**src/rtl/core/nrm_pkg.sv**
```systemverilog
// Shared types, register indexes and stage helpers for the NDHWC/NCDHW to
// NDC1HWC0 index remapper. No dependencies.
`default_nettype none

package nrm_pkg;

   typedef logic [2:0] reg_index_type;

   localparam reg_index_type REG_BATCH   = 3'd0;
   localparam reg_index_type REG_DEPTH   = 3'd1;
   localparam reg_index_type REG_HEIGHT  = 3'd2;
   localparam reg_index_type REG_WIDTH   = 3'd3;
   localparam reg_index_type REG_CHANNEL = 3'd4;
   localparam reg_index_type REG_BLOCK   = 3'd5;
   localparam reg_index_type REG_FORMAT  = 3'd6;

   localparam int unsigned CFG_BITS   = 13;
   localparam int unsigned POS_BITS   = 12;
   localparam int unsigned OFF_BITS   = 5;
   localparam int unsigned C0_BITS    = 6;
   localparam int unsigned DIV_STEPS  = 12;
   localparam int unsigned MAC_STAGES = 5;
   localparam int unsigned DEST_BITS  = 32;

   localparam logic [CFG_BITS-1:0] COUNT_MAX = 13'd4096;
   localparam logic [C0_BITS-1:0]  BLOCK_MAX = 6'd32;

   // Effective (clamped) tensor shape seen by the counters and the index pipe.
   typedef struct packed {
      logic [CFG_BITS-1:0] nn;
      logic [CFG_BITS-1:0] dd;
      logic [CFG_BITS-1:0] hh;
      logic [CFG_BITS-1:0] ww;
      logic [CFG_BITS-1:0] cc;
      logic [CFG_BITS-1:0] c1;
      logic [C0_BITS-1:0]  c0;
      logic                ncdhw;
   } dims_type;

   // Coordinates and shape captured with each request for the index pipe.
   typedef struct packed {
      logic                last;
      logic [POS_BITS-1:0] dpos;
      logic [POS_BITS-1:0] cbp;
      logic [POS_BITS-1:0] hpos;
      logic [POS_BITS-1:0] wpos;
      logic [OFF_BITS-1:0] off;
      logic [CFG_BITS-1:0] dd;
      logic [CFG_BITS-1:0] c1;
      logic [CFG_BITS-1:0] hh;
      logic [CFG_BITS-1:0] ww;
      logic [C0_BITS-1:0]  c0;
   } snap_type;

   // Multiplier operand of each multiply-add stage.
   function automatic logic [CFG_BITS-1:0] stage_dim(input snap_type s, input int unsigned k);
      logic [CFG_BITS-1:0] d;
      case (k)
         0:       d = s.dd;
         1:       d = s.c1;
         2:       d = s.hh;
         3:       d = s.ww;
         4:       d = CFG_BITS'(s.c0);
         default: d = '0;
      endcase
      return d;
   endfunction

   // Addend of each multiply-add stage.
   function automatic logic [POS_BITS-1:0] stage_add(input snap_type s, input int unsigned k);
      logic [POS_BITS-1:0] a;
      case (k)
         0:       a = s.dpos;
         1:       a = s.cbp;
         2:       a = s.hpos;
         3:       a = s.wpos;
         4:       a = POS_BITS'(s.off);
         default: a = '0;
      endcase
      return a;
   endfunction

endpackage

`default_nettype wire

```
**src/rtl/core/ndhwc_to_ndc1hwc0_remap.sv**
```systemverilog
// Top level of the NDHWC/NCDHW to NDC1HWC0 destination index generator.
// Depends on nrm_pkg, nrm_cfg, nrm_coord and nrm_mac.
//
// Usage:
//   Elements enter on the req_ stream in source memory order (NDHWC, or NCDHW
//   when the format register is set). Each request leaves on the rsp_ stream
//   with its NDC1HWC0 destination index, the element itself, tlast on the
//   final element of the tensor and tuser set when the index did not fit.
//   Shape and format registers are written through the csr_ port; the user
//   must write them only while the stream is idle; the block does not enforce this.
//   The index is built by a chain of five registered multiply-add stages, one
//   per destination dimension below the batch. Throughput is one element per
//   cycle while the receiver takes responses and the divider is idle; the
//   coordinate counters step once per accepted request.
//   After a write to channel_count or block_width, req_tready stays low
//   while a bit-serial divider recomputes the channel block count.
//   Reset clears the counters and empties the pipe; the shape registers
//   return to a 1x1x1x1x1 tensor with a block width of 16.
//   When the receiver stalls, the stages fill up and req_tready falls only
//   once every stage holds a response.
`default_nettype none

module ndhwc_to_ndc1hwc0_remap #(
   parameter int unsigned ELEMENT_BITS = 16,
   parameter int unsigned INDEX_BITS   = 32
) (
   input  wire logic                              clock,
   input  wire logic                              reset,
   // req_tdata: element_value
   input  wire logic [((ELEMENT_BITS+7)/8)*8-1:0] req_tdata,
   input  wire logic                              req_tvalid,
   output logic                                   req_tready,
   // rsp_tdata: dest_index, element_out
   output logic [((nrm_pkg::DEST_BITS+ELEMENT_BITS+7)/8)*8-1:0] rsp_tdata,
   output logic                                   rsp_tvalid,
   input  wire logic                              rsp_tready,
   output logic                                   rsp_tlast,
   // rsp_tuser: index_overflow
   output logic                                   rsp_tuser,
   input  wire logic                              csr_we,
   input  wire nrm_pkg::reg_index_type            csr_index,
   input  wire logic [nrm_pkg::CFG_BITS-1:0]      csr_wdata
);

   localparam int unsigned RSP_BITS  = ((nrm_pkg::DEST_BITS + ELEMENT_BITS + 7) / 8) * 8;
   localparam int unsigned SNAP_BITS = $bits(nrm_pkg::snap_type);
   localparam int unsigned PAY_BITS  = ELEMENT_BITS + SNAP_BITS;
   localparam int unsigned STAGES    = nrm_pkg::MAC_STAGES;

   nrm_pkg::dims_type            dims;
   nrm_pkg::snap_type            snap_src;
   nrm_pkg::snap_type            snap_out;
   logic                         cfg_busy;
   logic                         accept;
   logic [nrm_pkg::POS_BITS-1:0] batch_pos;

   logic                  valid [0:STAGES];
   logic                  ready [0:STAGES];
   logic [INDEX_BITS-1:0] acc   [0:STAGES];
   logic                  ov    [0:STAGES];
   logic [PAY_BITS-1:0]   pay   [0:STAGES];

   logic [nrm_pkg::DEST_BITS-1:0] dest_index;
   logic [ELEMENT_BITS-1:0]       element_out;

   nrm_cfg u_cfg (
      .clock     (clock),
      .reset     (reset),
      .csr_we    (csr_we),
      .csr_index (csr_index),
      .csr_wdata (csr_wdata),
      .dims      (dims),
      .busy      (cfg_busy)
   );

   assign req_tready = ready[0] && !cfg_busy;
   assign accept     = req_tvalid && req_tready;

   nrm_coord u_coord (
      .clock     (clock),
      .reset     (reset),
      .advance   (accept),
      .dims      (dims),
      .batch_pos (batch_pos),
      .snap      (snap_src)
   );

   assign valid[0] = req_tvalid && !cfg_busy;
   assign acc[0]   = INDEX_BITS'(batch_pos);
   assign ov[0]    = 1'b0;
   assign pay[0]   = {req_tdata[ELEMENT_BITS-1:0], snap_src};

   for (genvar k = 0; k < STAGES; k++) begin : g_stage
      nrm_pkg::snap_type snap_k;

      assign snap_k = nrm_pkg::snap_type'(pay[k][SNAP_BITS-1:0]);

      nrm_mac #(
         .ACC_BITS (INDEX_BITS),
         .PAY_BITS (PAY_BITS)
      ) u_mac (
         .clock     (clock),
         .reset     (reset),
         .in_valid  (valid[k]),
         .in_ready  (ready[k]),
         .in_acc    (acc[k]),
         .in_ov     (ov[k]),
         .in_dim    (nrm_pkg::stage_dim(snap_k, k)),
         .in_add    (nrm_pkg::stage_add(snap_k, k)),
         .in_pay    (pay[k]),
         .out_valid (valid[k+1]),
         .out_ready (ready[k+1]),
         .out_acc   (acc[k+1]),
         .out_ov    (ov[k+1]),
         .out_pay   (pay[k+1])
      );
   end

   assign ready[STAGES] = rsp_tready;

   if (INDEX_BITS >= nrm_pkg::DEST_BITS) begin : g_dest_trunc
      assign dest_index = acc[STAGES][nrm_pkg::DEST_BITS-1:0];
   end else begin : g_dest_ext
      assign dest_index = nrm_pkg::DEST_BITS'(acc[STAGES]);
   end

   assign snap_out    = nrm_pkg::snap_type'(pay[STAGES][SNAP_BITS-1:0]);
   assign element_out = pay[STAGES][SNAP_BITS +: ELEMENT_BITS];

   assign rsp_tvalid = valid[STAGES];
   assign rsp_tdata  = RSP_BITS'({element_out, dest_index});
   assign rsp_tlast  = snap_out.last;
   assign rsp_tuser  = ov[STAGES];

endmodule

`default_nettype wire

```
**src/rtl/core/nrm_div.sv**
```systemverilog
// Bit-serial restoring divider that derives the channel block count
// C1 = (C-1)/C0 + 1. Depends on nrm_pkg.
`default_nettype none

module nrm_div (
   input  wire logic                         clock,
   input  wire logic                         reset,
   input  wire logic                         start,
   input  wire logic [nrm_pkg::POS_BITS-1:0] dividend,
   input  wire logic [nrm_pkg::C0_BITS-1:0]  divisor,
   output logic                              busy,
   output logic [nrm_pkg::CFG_BITS-1:0]      c1
);

   logic                         busy_ff, busy_in;
   logic [3:0]                   cnt_ff, cnt_in;
   logic [nrm_pkg::C0_BITS-1:0]  rem_ff, rem_in;
   logic [nrm_pkg::POS_BITS-1:0] quo_ff, quo_in;
   logic [nrm_pkg::CFG_BITS-1:0] c1_ff, c1_in;
   logic [nrm_pkg::C0_BITS:0]    trial;
   logic                         fits;

   always_comb begin
      busy_in = busy_ff;
      cnt_in  = cnt_ff;
      rem_in  = rem_ff;
      quo_in  = quo_ff;
      c1_in   = c1_ff;
      trial   = {rem_ff, quo_ff[nrm_pkg::POS_BITS-1]};
      fits    = trial >= {1'b0, divisor};
      if (busy_ff) begin
         rem_in = fits ? nrm_pkg::C0_BITS'(trial - {1'b0, divisor})
                       : trial[nrm_pkg::C0_BITS-1:0];
         quo_in = {quo_ff[nrm_pkg::POS_BITS-2:0], fits};
         cnt_in = cnt_ff - 4'd1;
         if (cnt_ff == 4'd1) begin
            busy_in = 1'b0;
            c1_in   = nrm_pkg::CFG_BITS'(quo_in) + nrm_pkg::CFG_BITS'(1);
         end
      end else if (start) begin
         busy_in = 1'b1;
         cnt_in  = 4'(nrm_pkg::DIV_STEPS);
         rem_in  = '0;
         quo_in  = dividend;
      end
   end

   always_ff @(posedge clock) begin
      if (reset) begin
         busy_ff <= 1'b0;
         cnt_ff  <= '0;
         c1_ff   <= nrm_pkg::CFG_BITS'(1);
      end else begin
         busy_ff <= busy_in;
         cnt_ff  <= cnt_in;
         c1_ff   <= c1_in;
      end
      rem_ff <= rem_in;
      quo_ff <= quo_in;
   end

   assign busy = busy_ff;
   assign c1   = c1_ff;

endmodule

`default_nettype wire

```
**src/rtl/core/nrm_cfg.sv**
```systemverilog
// Configuration registers with clamping, plus the block count divider.
// Depends on nrm_pkg and nrm_div.
`default_nettype none

module nrm_cfg (
   input  wire logic                         clock,
   input  wire logic                         reset,
   input  wire logic                         csr_we,
   input  wire nrm_pkg::reg_index_type       csr_index,
   input  wire logic [nrm_pkg::CFG_BITS-1:0] csr_wdata,
   output nrm_pkg::dims_type                 dims,
   output logic                              busy
);

   logic [nrm_pkg::CFG_BITS-1:0] batch_ff, depth_ff, height_ff, width_ff, channel_ff;
   logic [nrm_pkg::C0_BITS-1:0]  block_ff;
   logic                         format_ff;
   logic                         dirty_ff, dirty_in;
   logic                         div_busy;
   logic                         div_start;
   logic [nrm_pkg::CFG_BITS-1:0] c1;

   function automatic logic [nrm_pkg::CFG_BITS-1:0] clamp_count(
      input logic [nrm_pkg::CFG_BITS-1:0] v);
      logic [nrm_pkg::CFG_BITS-1:0] r;
      if (v == '0) begin
         r = nrm_pkg::CFG_BITS'(1);
      end else if (v > nrm_pkg::COUNT_MAX) begin
         r = nrm_pkg::COUNT_MAX;
      end else begin
         r = v;
      end
      return r;
   endfunction

   always_ff @(posedge clock) begin
      if (reset) begin
         batch_ff   <= nrm_pkg::CFG_BITS'(1);
         depth_ff   <= nrm_pkg::CFG_BITS'(1);
         height_ff  <= nrm_pkg::CFG_BITS'(1);
         width_ff   <= nrm_pkg::CFG_BITS'(1);
         channel_ff <= nrm_pkg::CFG_BITS'(1);
         block_ff   <= nrm_pkg::C0_BITS'(16);
         format_ff  <= 1'b0;
      end else if (csr_we) begin
         case (csr_index)
            nrm_pkg::REG_BATCH:   batch_ff   <= csr_wdata;
            nrm_pkg::REG_DEPTH:   depth_ff   <= csr_wdata;
            nrm_pkg::REG_HEIGHT:  height_ff  <= csr_wdata;
            nrm_pkg::REG_WIDTH:   width_ff   <= csr_wdata;
            nrm_pkg::REG_CHANNEL: channel_ff <= csr_wdata;
            nrm_pkg::REG_BLOCK:   block_ff   <= csr_wdata[nrm_pkg::C0_BITS-1:0];
            nrm_pkg::REG_FORMAT:  format_ff  <= csr_wdata[0];
            default: ;
         endcase
      end
   end

   // A write to C or C0 marks the block count stale until the divider reruns.
   always_comb begin
      dirty_in = dirty_ff;
      if (div_start) begin
         dirty_in = 1'b0;
      end
      if (csr_we && (csr_index == nrm_pkg::REG_CHANNEL || csr_index == nrm_pkg::REG_BLOCK)) begin
         dirty_in = 1'b1;
      end
   end

   always_ff @(posedge clock) begin
      if (reset) begin
         dirty_ff <= 1'b0;
      end else begin
         dirty_ff <= dirty_in;
      end
   end

   assign div_start = dirty_ff && !div_busy;

   always_comb begin
      dims.nn    = clamp_count(batch_ff);
      dims.dd    = clamp_count(depth_ff);
      dims.hh    = clamp_count(height_ff);
      dims.ww    = clamp_count(width_ff);
      dims.cc    = clamp_count(channel_ff);
      dims.c1    = c1;
      dims.ncdhw = format_ff;
      if (block_ff == '0) begin
         dims.c0 = nrm_pkg::C0_BITS'(1);
      end else if (block_ff > nrm_pkg::BLOCK_MAX) begin
         dims.c0 = nrm_pkg::BLOCK_MAX;
      end else begin
         dims.c0 = block_ff;
      end
   end

   nrm_div u_div (
      .clock    (clock),
      .reset    (reset),
      .start    (div_start),
      .dividend (nrm_pkg::POS_BITS'(dims.cc - nrm_pkg::CFG_BITS'(1))),
      .divisor  (dims.c0),
      .busy     (div_busy),
      .c1       (c1)
   );

   assign busy = dirty_ff || div_busy;

endmodule

`default_nettype wire

```
**src/rtl/core/nrm_coord.sv**
```systemverilog
// Source-order coordinate counters that advance once per accepted request.
// Depends on nrm_pkg.
`default_nettype none

module nrm_coord (
   input  wire logic                         clock,
   input  wire logic                         reset,
   input  wire logic                         advance,
   input  wire nrm_pkg::dims_type            dims,
   output logic [nrm_pkg::POS_BITS-1:0]      batch_pos,
   output nrm_pkg::snap_type                 snap
);

   localparam int unsigned CH_BITS = 18;

   logic [nrm_pkg::POS_BITS-1:0] batch_pos_ff, batch_pos_in;
   logic [nrm_pkg::POS_BITS-1:0] depth_pos_ff, depth_pos_in;
   logic [nrm_pkg::POS_BITS-1:0] height_pos_ff, height_pos_in;
   logic [nrm_pkg::POS_BITS-1:0] width_pos_ff, width_pos_in;
   logic [nrm_pkg::POS_BITS-1:0] cblk_pos_ff, cblk_pos_in;
   logic [nrm_pkg::OFF_BITS-1:0] coff_pos_ff, coff_pos_in;

   logic [CH_BITS-1:0] ch;
   logic b_end, d_end, h_end, w_end, ch_end, off_end;

   function automatic logic [nrm_pkg::POS_BITS-1:0] step_pos(
      input logic [nrm_pkg::POS_BITS-1:0] p, input logic at_end);
      return at_end ? '0 : p + nrm_pkg::POS_BITS'(1);
   endfunction

   function automatic logic at_last(input logic [nrm_pkg::POS_BITS-1:0] p,
                                    input logic [nrm_pkg::CFG_BITS-1:0] n);
      return (nrm_pkg::CFG_BITS'(p) + nrm_pkg::CFG_BITS'(1)) >= n;
   endfunction

   always_comb begin
      ch      = CH_BITS'(cblk_pos_ff) * CH_BITS'(dims.c0) + CH_BITS'(coff_pos_ff);
      ch_end  = (ch + CH_BITS'(1)) >= CH_BITS'(dims.cc);
      off_end = (nrm_pkg::C0_BITS'(coff_pos_ff) + nrm_pkg::C0_BITS'(1)) >= dims.c0;
      b_end   = at_last(batch_pos_ff, dims.nn);
      d_end   = at_last(depth_pos_ff, dims.dd);
      h_end   = at_last(height_pos_ff, dims.hh);
      w_end   = at_last(width_pos_ff, dims.ww);
   end

   always_comb begin
      batch_pos_in  = batch_pos_ff;
      depth_pos_in  = depth_pos_ff;
      height_pos_in = height_pos_ff;
      width_pos_in  = width_pos_ff;
      cblk_pos_in   = cblk_pos_ff;
      coff_pos_in   = coff_pos_ff;
      if (advance) begin
         // The innermost source dimension always steps; each outer one steps
         // only when every dimension inside it wraps.
         if (dims.ncdhw) begin
            width_pos_in = step_pos(width_pos_ff, w_end);
            if (w_end) begin
               height_pos_in = step_pos(height_pos_ff, h_end);
               if (h_end) begin
                  depth_pos_in = step_pos(depth_pos_ff, d_end);
                  if (d_end) begin
                     if (ch_end) begin
                        cblk_pos_in  = '0;
                        coff_pos_in  = '0;
                        batch_pos_in = step_pos(batch_pos_ff, b_end);
                     end else if (off_end) begin
                        coff_pos_in = '0;
                        cblk_pos_in = cblk_pos_ff + nrm_pkg::POS_BITS'(1);
                     end else begin
                        coff_pos_in = coff_pos_ff + nrm_pkg::OFF_BITS'(1);
                     end
                  end
               end
            end
         end else begin
            if (ch_end) begin
               cblk_pos_in  = '0;
               coff_pos_in  = '0;
               width_pos_in = step_pos(width_pos_ff, w_end);
               if (w_end) begin
                  height_pos_in = step_pos(height_pos_ff, h_end);
                  if (h_end) begin
                     depth_pos_in = step_pos(depth_pos_ff, d_end);
                     if (d_end) begin
                        batch_pos_in = step_pos(batch_pos_ff, b_end);
                     end
                  end
               end
            end else if (off_end) begin
               coff_pos_in = '0;
               cblk_pos_in = cblk_pos_ff + nrm_pkg::POS_BITS'(1);
            end else begin
               coff_pos_in = coff_pos_ff + nrm_pkg::OFF_BITS'(1);
            end
         end
      end
   end

   always_ff @(posedge clock) begin
      if (reset) begin
         batch_pos_ff  <= '0;
         depth_pos_ff  <= '0;
         height_pos_ff <= '0;
         width_pos_ff  <= '0;
         cblk_pos_ff   <= '0;
         coff_pos_ff   <= '0;
      end else begin
         batch_pos_ff  <= batch_pos_in;
         depth_pos_ff  <= depth_pos_in;
         height_pos_ff <= height_pos_in;
         width_pos_ff  <= width_pos_in;
         cblk_pos_ff   <= cblk_pos_in;
         coff_pos_ff   <= coff_pos_in;
      end
   end

   assign batch_pos = batch_pos_ff;

   always_comb begin
      snap.last = b_end && d_end && h_end && w_end && ch_end;
      snap.dpos = depth_pos_ff;
      snap.cbp  = cblk_pos_ff;
      snap.hpos = height_pos_ff;
      snap.wpos = width_pos_ff;
      snap.off  = coff_pos_ff;
      snap.dd   = dims.dd;
      snap.c1   = dims.c1;
      snap.hh   = dims.hh;
      snap.ww   = dims.ww;
      snap.c0   = dims.c0;
   end

endmodule

`default_nettype wire

```
**src/rtl/core/nrm_mac.sv**
```systemverilog
// One registered multiply-add stage of the index pipe, acc*dim + add, with
// overflow tracking and a pass-through payload. Depends on nrm_pkg.
`default_nettype none

module nrm_mac #(
   parameter int unsigned ACC_BITS = 32,
   parameter int unsigned PAY_BITS = 8
) (
   input  wire logic                         clock,
   input  wire logic                         reset,
   input  wire logic                         in_valid,
   output logic                              in_ready,
   input  wire logic [ACC_BITS-1:0]          in_acc,
   input  wire logic                         in_ov,
   input  wire logic [nrm_pkg::CFG_BITS-1:0] in_dim,
   input  wire logic [nrm_pkg::POS_BITS-1:0] in_add,
   input  wire logic [PAY_BITS-1:0]          in_pay,
   output logic                              out_valid,
   input  wire logic                         out_ready,
   output logic [ACC_BITS-1:0]               out_acc,
   output logic                              out_ov,
   output logic [PAY_BITS-1:0]               out_pay
);

   localparam int unsigned PROD_BITS = ACC_BITS + nrm_pkg::CFG_BITS;
   localparam int unsigned SUM_BITS  = PROD_BITS + 1;

   logic                  valid_ff;
   logic [ACC_BITS-1:0]   acc_ff, acc_in;
   logic                  ov_ff, ov_in;
   logic [PAY_BITS-1:0]   pay_ff;
   logic [PROD_BITS-1:0]  prod;
   logic [SUM_BITS-1:0]   sum;
   logic                  load;

   assign in_ready = !valid_ff || out_ready;
   assign load     = in_valid && in_ready;

   // Bits above the index width mean the exact index no longer fits; once
   // flagged, the low bits keep wrapping.
   always_comb begin
      prod   = PROD_BITS'(in_acc) * PROD_BITS'(in_dim);
      sum    = SUM_BITS'(prod) + SUM_BITS'(in_add);
      acc_in = sum[ACC_BITS-1:0];
      ov_in  = in_ov || (|sum[SUM_BITS-1:ACC_BITS]);
   end

   always_ff @(posedge clock) begin
      if (reset) begin
         valid_ff <= 1'b0;
      end else if (in_ready) begin
         valid_ff <= in_valid;
      end
      if (load) begin
         acc_ff <= acc_in;
         ov_ff  <= ov_in;
         pay_ff <= in_pay;
      end
   end

   assign out_valid = valid_ff;
   assign out_acc   = acc_ff;
   assign out_ov    = ov_ff;
   assign out_pay   = pay_ff;

endmodule

`default_nettype wire

```
**config.mk**
```make
export PLATFORM = sky130hd
export DESIGN_NAME = ndhwc_to_ndc1hwc0_remap
export DESIGN_NICKNAME = d
export VERILOG_FILES = /design/src/rtl/core/nrm_pkg.sv /design/src/rtl/core/ndhwc_to_ndc1hwc0_remap.sv /design/src/rtl/core/nrm_div.sv /design/src/rtl/core/nrm_cfg.sv /design/src/rtl/core/nrm_coord.sv /design/src/rtl/core/nrm_mac.sv
export SDC_FILE = /design/constraint.sdc
export NUM_CORES = 2
export LEC_CHECK = 0
export BUFFER_PORTS_ARGS = -buffer_cell sky130_fd_sc_hd__buf_2
export CAP_MARGIN = 20
export CORE_ASPECT_RATIO = 0.75
export CORE_UTILIZATION = 28
export CTS_CLUSTER_SIZE = 16
export DETAILED_ROUTE_END_ITERATION = 8
export SLEW_MARGIN = 10
export SYNTH_ARGS = -nofsm -noshare
export SYNTH_HDL_FRONTEND = slang
export SYNTH_SLANG_ARGS = --single-unit
```
**constraint.sdc**
```tcl
create_clock -name clock -period 10.2 [get_ports clock]
set_input_delay 2.04 -clock clock [delete_from_list [all_inputs] [get_ports clock]]
set_output_delay 2.04 -clock clock [all_outputs]
set_load 0.01 [all_outputs]
```
### Yosys cells after proc, flatten, opt, wreduce, memory -nomap -nowiden

Index checks and enable logic that the tools add are counted.

| storage, ports and cells | value |
|---|---|
| flip-flop bits (word level) | 984 |
| input bits | 37 |
| output and inout bits | 52 |
| word-level logic and storage cells | 206 |

| operators by class | value |
|---|---|
| add/sub/neg operators | 22 |
| multipliers | 6 |
| $lt $le $gt $ge | 13 |
| equality and inequality tests | 10 |
| muxes and demuxes | 58 |
| reductions and logical operators | 58 |

Operators with widths:

| kind | number |
|---|---|
| 12-bit 2-to-1 mux | 30 |
| 45-bit by 12-bit adder with 46-bit output | 4 |
| 32-bit by 13-bit multiplier with 45-bit output | 3 |
| 13-bit 2-to-1 mux | 10 |
| 14-bit OR reduction | 5 |
| 12-bit by 1-bit adder with 13-bit output, second input constant | 5 |
| 13-bit greater-than comparator, second input constant | 5 |
| 13-bit zero test | 5 |
| 12-bit by 1-bit adder with 12-bit output, second input constant | 5 |
| 13-bit >= comparator | 4 |
| 45-bit by 5-bit adder with 46-bit output | 1 |
| 32-bit by 6-bit multiplier with 38-bit output | 1 |
| 5-bit 2-to-1 mux | 6 |
| 6-bit 2-to-1 mux | 5 |
| 12-bit by 13-bit multiplier with 25-bit output | 1 |
| 18-bit by 1-bit adder with 18-bit output, second input constant | 1 |
| 18-bit by 5-bit adder with 18-bit output | 1 |
| 18-bit by 13-bit >= comparator with 1-bit output | 1 |
| 12-bit by 6-bit multiplier with 18-bit output | 1 |
| 2-bit AND reduction | 9 |
| 1-bit logical AND | 14 |
| 12-bit by 1-bit subtractor with 12-bit output, second input constant | 1 |
| 1-bit logical OR | 11 |
| 3-bit equality test, second input constant | 3 |
| 19 further kinds | 35 |

### Depth between registers and ports, before layout

| logic depth | value |
|---|---|
| depth after elaboration | 12 |
| gate-level depth with buffers | 32 |
| mapped depth without buffers | 29 |

### Modules after synthesis

A second synthesis with hierarchy kept.

| unflattened totals | value |
|---|---|
| cells, all modules | 10580 |
| area total of the unflattened synthesis | 108372.7 um2 |

By module, submodules not included:

| module | times used | cells an instance | area an instance (um2) | seq. area each (um2) |
|---|---|---|---|---|
| nrm_mac at g_stage[1].u_mac | 1 | 1782 | 18915.6 | 4854.7 |
| nrm_mac at g_stage[3].u_mac | 1 | 1776 | 18900.6 | 4854.7 |
| nrm_mac at g_stage[2].u_mac | 1 | 1765 | 18855.6 | 4854.7 |
| nrm_mac at g_stage[4].u_mac | 1 | 1734 | 18796.8 | 4854.7 |
| nrm_mac at g_stage[0].u_mac | 1 | 1767 | 18795.5 | 4854.7 |
| nrm_coord | 1 | 1089 | 8579.5 | 1301.2 |
| nrm_cfg | 1 | 468 | 3532.1 | 1461.4 |
| nrm_div | 1 | 195 | 1971.9 | 900.9 |
| ndhwc_to_ndc1hwc0_remap | 1 | 4 | 25.0 | 0.0 |

### Worst setup path before layout

No wires, ideal clock.

| path | value |
|---|---|
| path type | input -> register |
| from | input port rsp_tready |
| to | register g_stage[1].u_mac.acc_ff[0] (enable) |
| library setup time | 0.595 ns |
| arrival | 7.412 ns |
| required time | 9.605 ns |
| slack | 2.193 ns |
| stages | 4 |
| path through | nor2b_1 -> and3_1 -> and2_1 -> nor2b_1 |

| on the way | value |
|---|---|
| cells in the longest elaborated chain, start to end | 5 |

RTL lines:

| what | line | source |
|---|---|---|
| start: declaration | ndhwc_to_ndc1hwc0_remap.sv:36 | `input wire logic rsp_tready,` |
| 1-bit logical OR (4 in series) | nrm_mac.sv:36 | `assign in_ready = !valid_ff \|\| out_ready;` |
| 1-bit logical AND | nrm_mac.sv:37 | `assign load = in_valid && in_ready;` |
| net g_stage[1].u_mac.load | nrm_mac.sv:34 | `logic load;` |
| end signal: assignment | nrm_mac.sv:55 | `acc_ff <= acc_in;` |
| end: declaration | nrm_mac.sv:29 | `logic [ACC_BITS-1:0] acc_ff, acc_in;` |

The timed path passes the listed nets, and every way through them passes these cells.
A chain may end at the register's enable or synchronous reset.

### Final worst setup path

| path | value |
|---|---|
| from | register g_stage[2].u_mac.pay_ff[8] |
| to | register g_stage[3].u_mac.ov_ff (data pin) |

| on the way | value |
|---|---|
| cells in the longest elaborated chain, start to end | 4 |

RTL lines:

| what | line | source |
|---|---|---|
| start: declaration | nrm_mac.sv:31 | `logic [PAY_BITS-1:0] pay_ff;` |
| start signal: assignment | nrm_mac.sv:57 | `pay_ff <= in_pay;` |
| 32-bit by 13-bit multiplier with 45-bit output | nrm_mac.sv:42 | `prod = PROD_BITS'(in_acc) * PROD_BITS'(in_dim);` |
| 45-bit by 12-bit adder with 46-bit output | nrm_mac.sv:43 | `sum = SUM_BITS'(prod) + SUM_BITS'(in_add);` |
| 14-bit OR reduction | nrm_mac.sv:45 | `ov_in = in_ov \|\| (\|sum[SUM_BITS-1:ACC_BITS]);` |
| 1-bit logical OR | nrm_mac.sv:45 |  |
| net g_stage[3].u_mac.ov_in | nrm_mac.sv:30 | `logic ov_ff, ov_in;` |
| end signal: assignment | nrm_mac.sv:56 | `ov_ff <= ov_in;` |
| end: declaration | nrm_mac.sv:30 |  |

The timed path passes the listed nets, and every way through them passes these cells.

==> results_dict.tcl <==
set metrics [dict create \
    skew_ps 36.6 \
    path_cells "nand2_1 -> fa_1 -> inv_1 -> fa_1 -> fa_1 -> inv_1 -> fa_1 -> fa_1 -> inv_1 -> fa_1 -> ha_1 -> nand3_1 -> nor4_1 -> nor3_1 -> o21ai_0 -> a311oi_1 -> o31ai_1 -> a21oi_1 -> xnor2_1 -> nor4_1 -> nand4_1 -> or4_1" \
    area_delta_synth_final_pct 8.57 \
    synth_top_family_by_area "adder cells" \
    yosysTopAreaCell "fa_1" \
    synth_top_area_share_pct 31.6 \
    rr_startpoint "g_stage[2].u_mac.out_pay[8]" \
    fmax_mhz 118 \
    rows 167 \
    synth-compound-area-share_pct 7.73 \
    first_global_vias 57312 \
    maxSlewHeadroom_pct 22.6 \
    cp-startpoint "g_stage[2].u_mac.out_pay[8]" \
    crit_buf_inv 3 \
    max_cap_viol_count 0 \
    path_clk_slew_ps 60 \
    die_area_um2 280000 \
    synth-xor-area-share_pct 2.92 \
    startpoint_type "flop" \
    grt_start_max_net_pins 91 \
    cts_setup_buffers 0 \
    postSynthAreaPerCell_um2 9.59 \
    r2r_slack_ps 1710 \
    finalHoldViolations 0 \
    period_share_pct 83.3 \
    tightest_slew_ps 1160 \
    synthCells 8124 \
    maxSlewViolCount 0 \
    cts.sinks 616 \
    synthTopCellsByArea "fa_1, edfxtp_1, ha_1, inv_1, nand2_1" \
    ys_warn_count 0 \
    hold_path.class "reg2reg" \
    cts_buffer_depth 3 \
    grt_pass1_wl_um 306000 \
    cts-resized-gates 0 \
    path_depth 22 \
    cp.arrival_ps 8900 \
    cts_inserted_buffers 70 \
    setup_viol 0 \
    dpl.cell_count 11572 \
    synth_area_um2 77900 \
    clockRootBuffer "clkbuf_16" \
    antenna_found_initial 9 \
    synth_edf_count 455 \
    dp_hpwl_um 148000 \
    num_vias 54850 \
    nNetsFinal 9856 \
    synthAdderAreaFrac_pct 42.0 \
    crit_path_max_fanout 32 \
    ys_dominant_reg_cell "edfxtp_1" \
    layout_common_cells "inv_1, nand2_1, fa_1, and2_1, ha_1" \
    drc 0 \
    via_per_inst 4.68 \
    die-width_um 611 \
    die_y_um 459 \
    status "complete, no violations" \
    grt_usage_pct 13.3 \
    n_fill_cell 28404 \
    yosysSeqAreaShare_pct 21.7 \
    tns_ps 0 \
    stdcell_count 11724 \
    yosys.area_share.simple_pct 17.1 \
    path_class "reg2reg" \
    ctsHoldBuffers 0 \
    rsz0062_at_grt "false" \
    cts_tree "yes" \
    ys_types 100 \
    dr.pass1.iters 6 \
    reg2reg_depth 22 \
    crit_top_cell "fa_1" \
    clock_latency_ps 680 \
    grt.overflow.total 0 \
    async_flop_share_pct 0 \
    layout_commonest_cell "inv_1" \
    cp-endpoint "g_stage[3].u_mac.out_ov" \
    antenna_left 0 \
    io_pins 89 \
    cp_top_family "adder cells" \
    crit_slowest_cell "edfxtp_1" \
    port_buffers 88 \
    wl_per_cell_um 15.8 \
    start_util_pct 28.2 \
    regToRegEndpoint "g_stage[3].u_mac.out_ov" \
    fin_crit_ps 8490 \
    h-tree-depth 3 \
    synth_seq_cells 616 \
    cp.required_ps 10610 \
    synth_mux_area_share_pct 0.323 \
    synth_fp_nets 10037 \
    drtIter0Drc 4109 \
    max_stage_delay_ps 1050 \
    routed_wl_um 186000 \
    core_area_um2 276000 \
    layout-drive-gt1-share_pct 4.26 \
    final_util_pct 30.6 \
    place.gp.congestion 0.883 \
    endpoint_kind "flop" \
]
## area by class of cell
cell class                 instances  area (um^2)  share of cell area, %
tap                             3718         4650                   5.50
timing repair buffer             153         1140                   1.35
multi-input combinational       5819        54600                   64.5
clock inverter                    47          642                  0.759
sequential                       616        16900                   20.0
inverter                        1283         4820                   5.70
clock buffer                      83         1860                   2.20
antenna                            5         12.5                 0.0148
## state kept, by name, indices dropped and copies added, names as in the netlist, 4 cells and up
signal,flops
g_stage.u_mac.out_pay,279
g_stage.u_mac.out_acc,154
u_cfg.batch_ff,13
u_cfg.channel_ff,13
u_cfg.depth_ff,13
u_cfg.height_ff,13
u_cfg.u_div.c1,13
u_cfg.width_ff,13
u_cfg.u_div.quo_ff,12
u_coord.batch_pos,12
u_coord.cblk_pos_ff,12
u_coord.depth_pos_ff,12
u_coord.height_pos_ff,12
u_coord.width_pos_ff,12
u_cfg.block_ff,6
u_cfg.u_div.rem_ff,6
g_stage.u_mac.out_valid,5
u_coord.coff_pos_ff,5
g_stage.u_mac.out_ov,4
u_cfg.u_div.cnt_ff,4
## worst min-delay path by stage
stage,start,to,slack (ps),cells after the start
6_report,g_stage[1].u_mac.out_pay[7],g_stage[2].u_mac.out_pay[7],410,0
5_1_grt,g_stage[0].u_mac.out_pay[20],g_stage[1].u_mac.out_pay[20],420,0
4_1_cts,g_stage[1].u_mac.out_pay[7],g_stage[2].u_mac.out_pay[7],410,0
3_5_place_dp,g_stage[0].u_mac.out_pay[10],g_stage[1].u_mac.out_pay[10],400,0
3_3_place_gp,g_stage[2].u_mac.out_pay[116],g_stage[3].u_mac.out_pay[116],400,0
2_1_floorplan,g_stage[0].u_mac.out_pay[0],g_stage[1].u_mac.out_pay[0],400,0
## per-layer routing
layer  up-vias  wire, um  track usage (%)
met1     27666     88400             19.3
met4         2      4040             3.07
met5         -        12                0
li1      25397         -                -
met2      1560     81900             20.9
met3       225     11400             1.89
## worst reg2reg max path, delay by kind of cell (launching register included)
kind                     cells  cell delay, ps
adder cells (fa/ha/maj)      7            3340
AND/OR/NAND/NOR              7            1790
AO/OA/AOI/OAI                4            1730
flip-flops                   1            1050
XOR/XNOR                     1             160
buffers and inverters        3             150
## synth_stat cells (15+ instances only)
cell / count
nor4_1: 25
a21o_1: 131
a21oi_1: 298
nand2b_1: 41
inv_1: 1281
nor2_1: 238
edfxtp_1: 455
and2_1: 727
nand4_1: 44
or4_1: 24
xor2_1: 102
buf_2: 15
dfxtp_1: 161
o211ai_1: 21
a31oi_1: 33
mux2i_1: 24
o31ai_1: 28
fa_1: 1229
clkbuf_1: 351
a211oi_1: 34
o21bai_1: 34
o21ai_0: 177
ha_1: 647
nand3_1: 106
and3_1: 65
nor2b_1: 64
xnor2_1: 158
nor3_1: 64
buf_4: 34
nand2_1: 1254
o21a_1: 32
## kinds of logic after synthesis
kind of cell	Yosys count
compound gates	929
fa+ha+maj	1876
buf+inv	1689
xor+xnor	260
mux	25
flops	616
simple gates	2729
## through the flow
stage	hold slack (ps)	cell area, um^2	setup WS, ps
2_1_floorplan	400	77900	2190
3_3_place_gp	400	81700	1900
3_5_place_dp	405	81800	1820
4_1_cts	415	84300	1800
5_1_grt	420	84600	1180
6_report	411	84600	1710
Power is not shown: default switching activity piles up to over one toggle a cycle in this logic, so the estimate is an artifact.
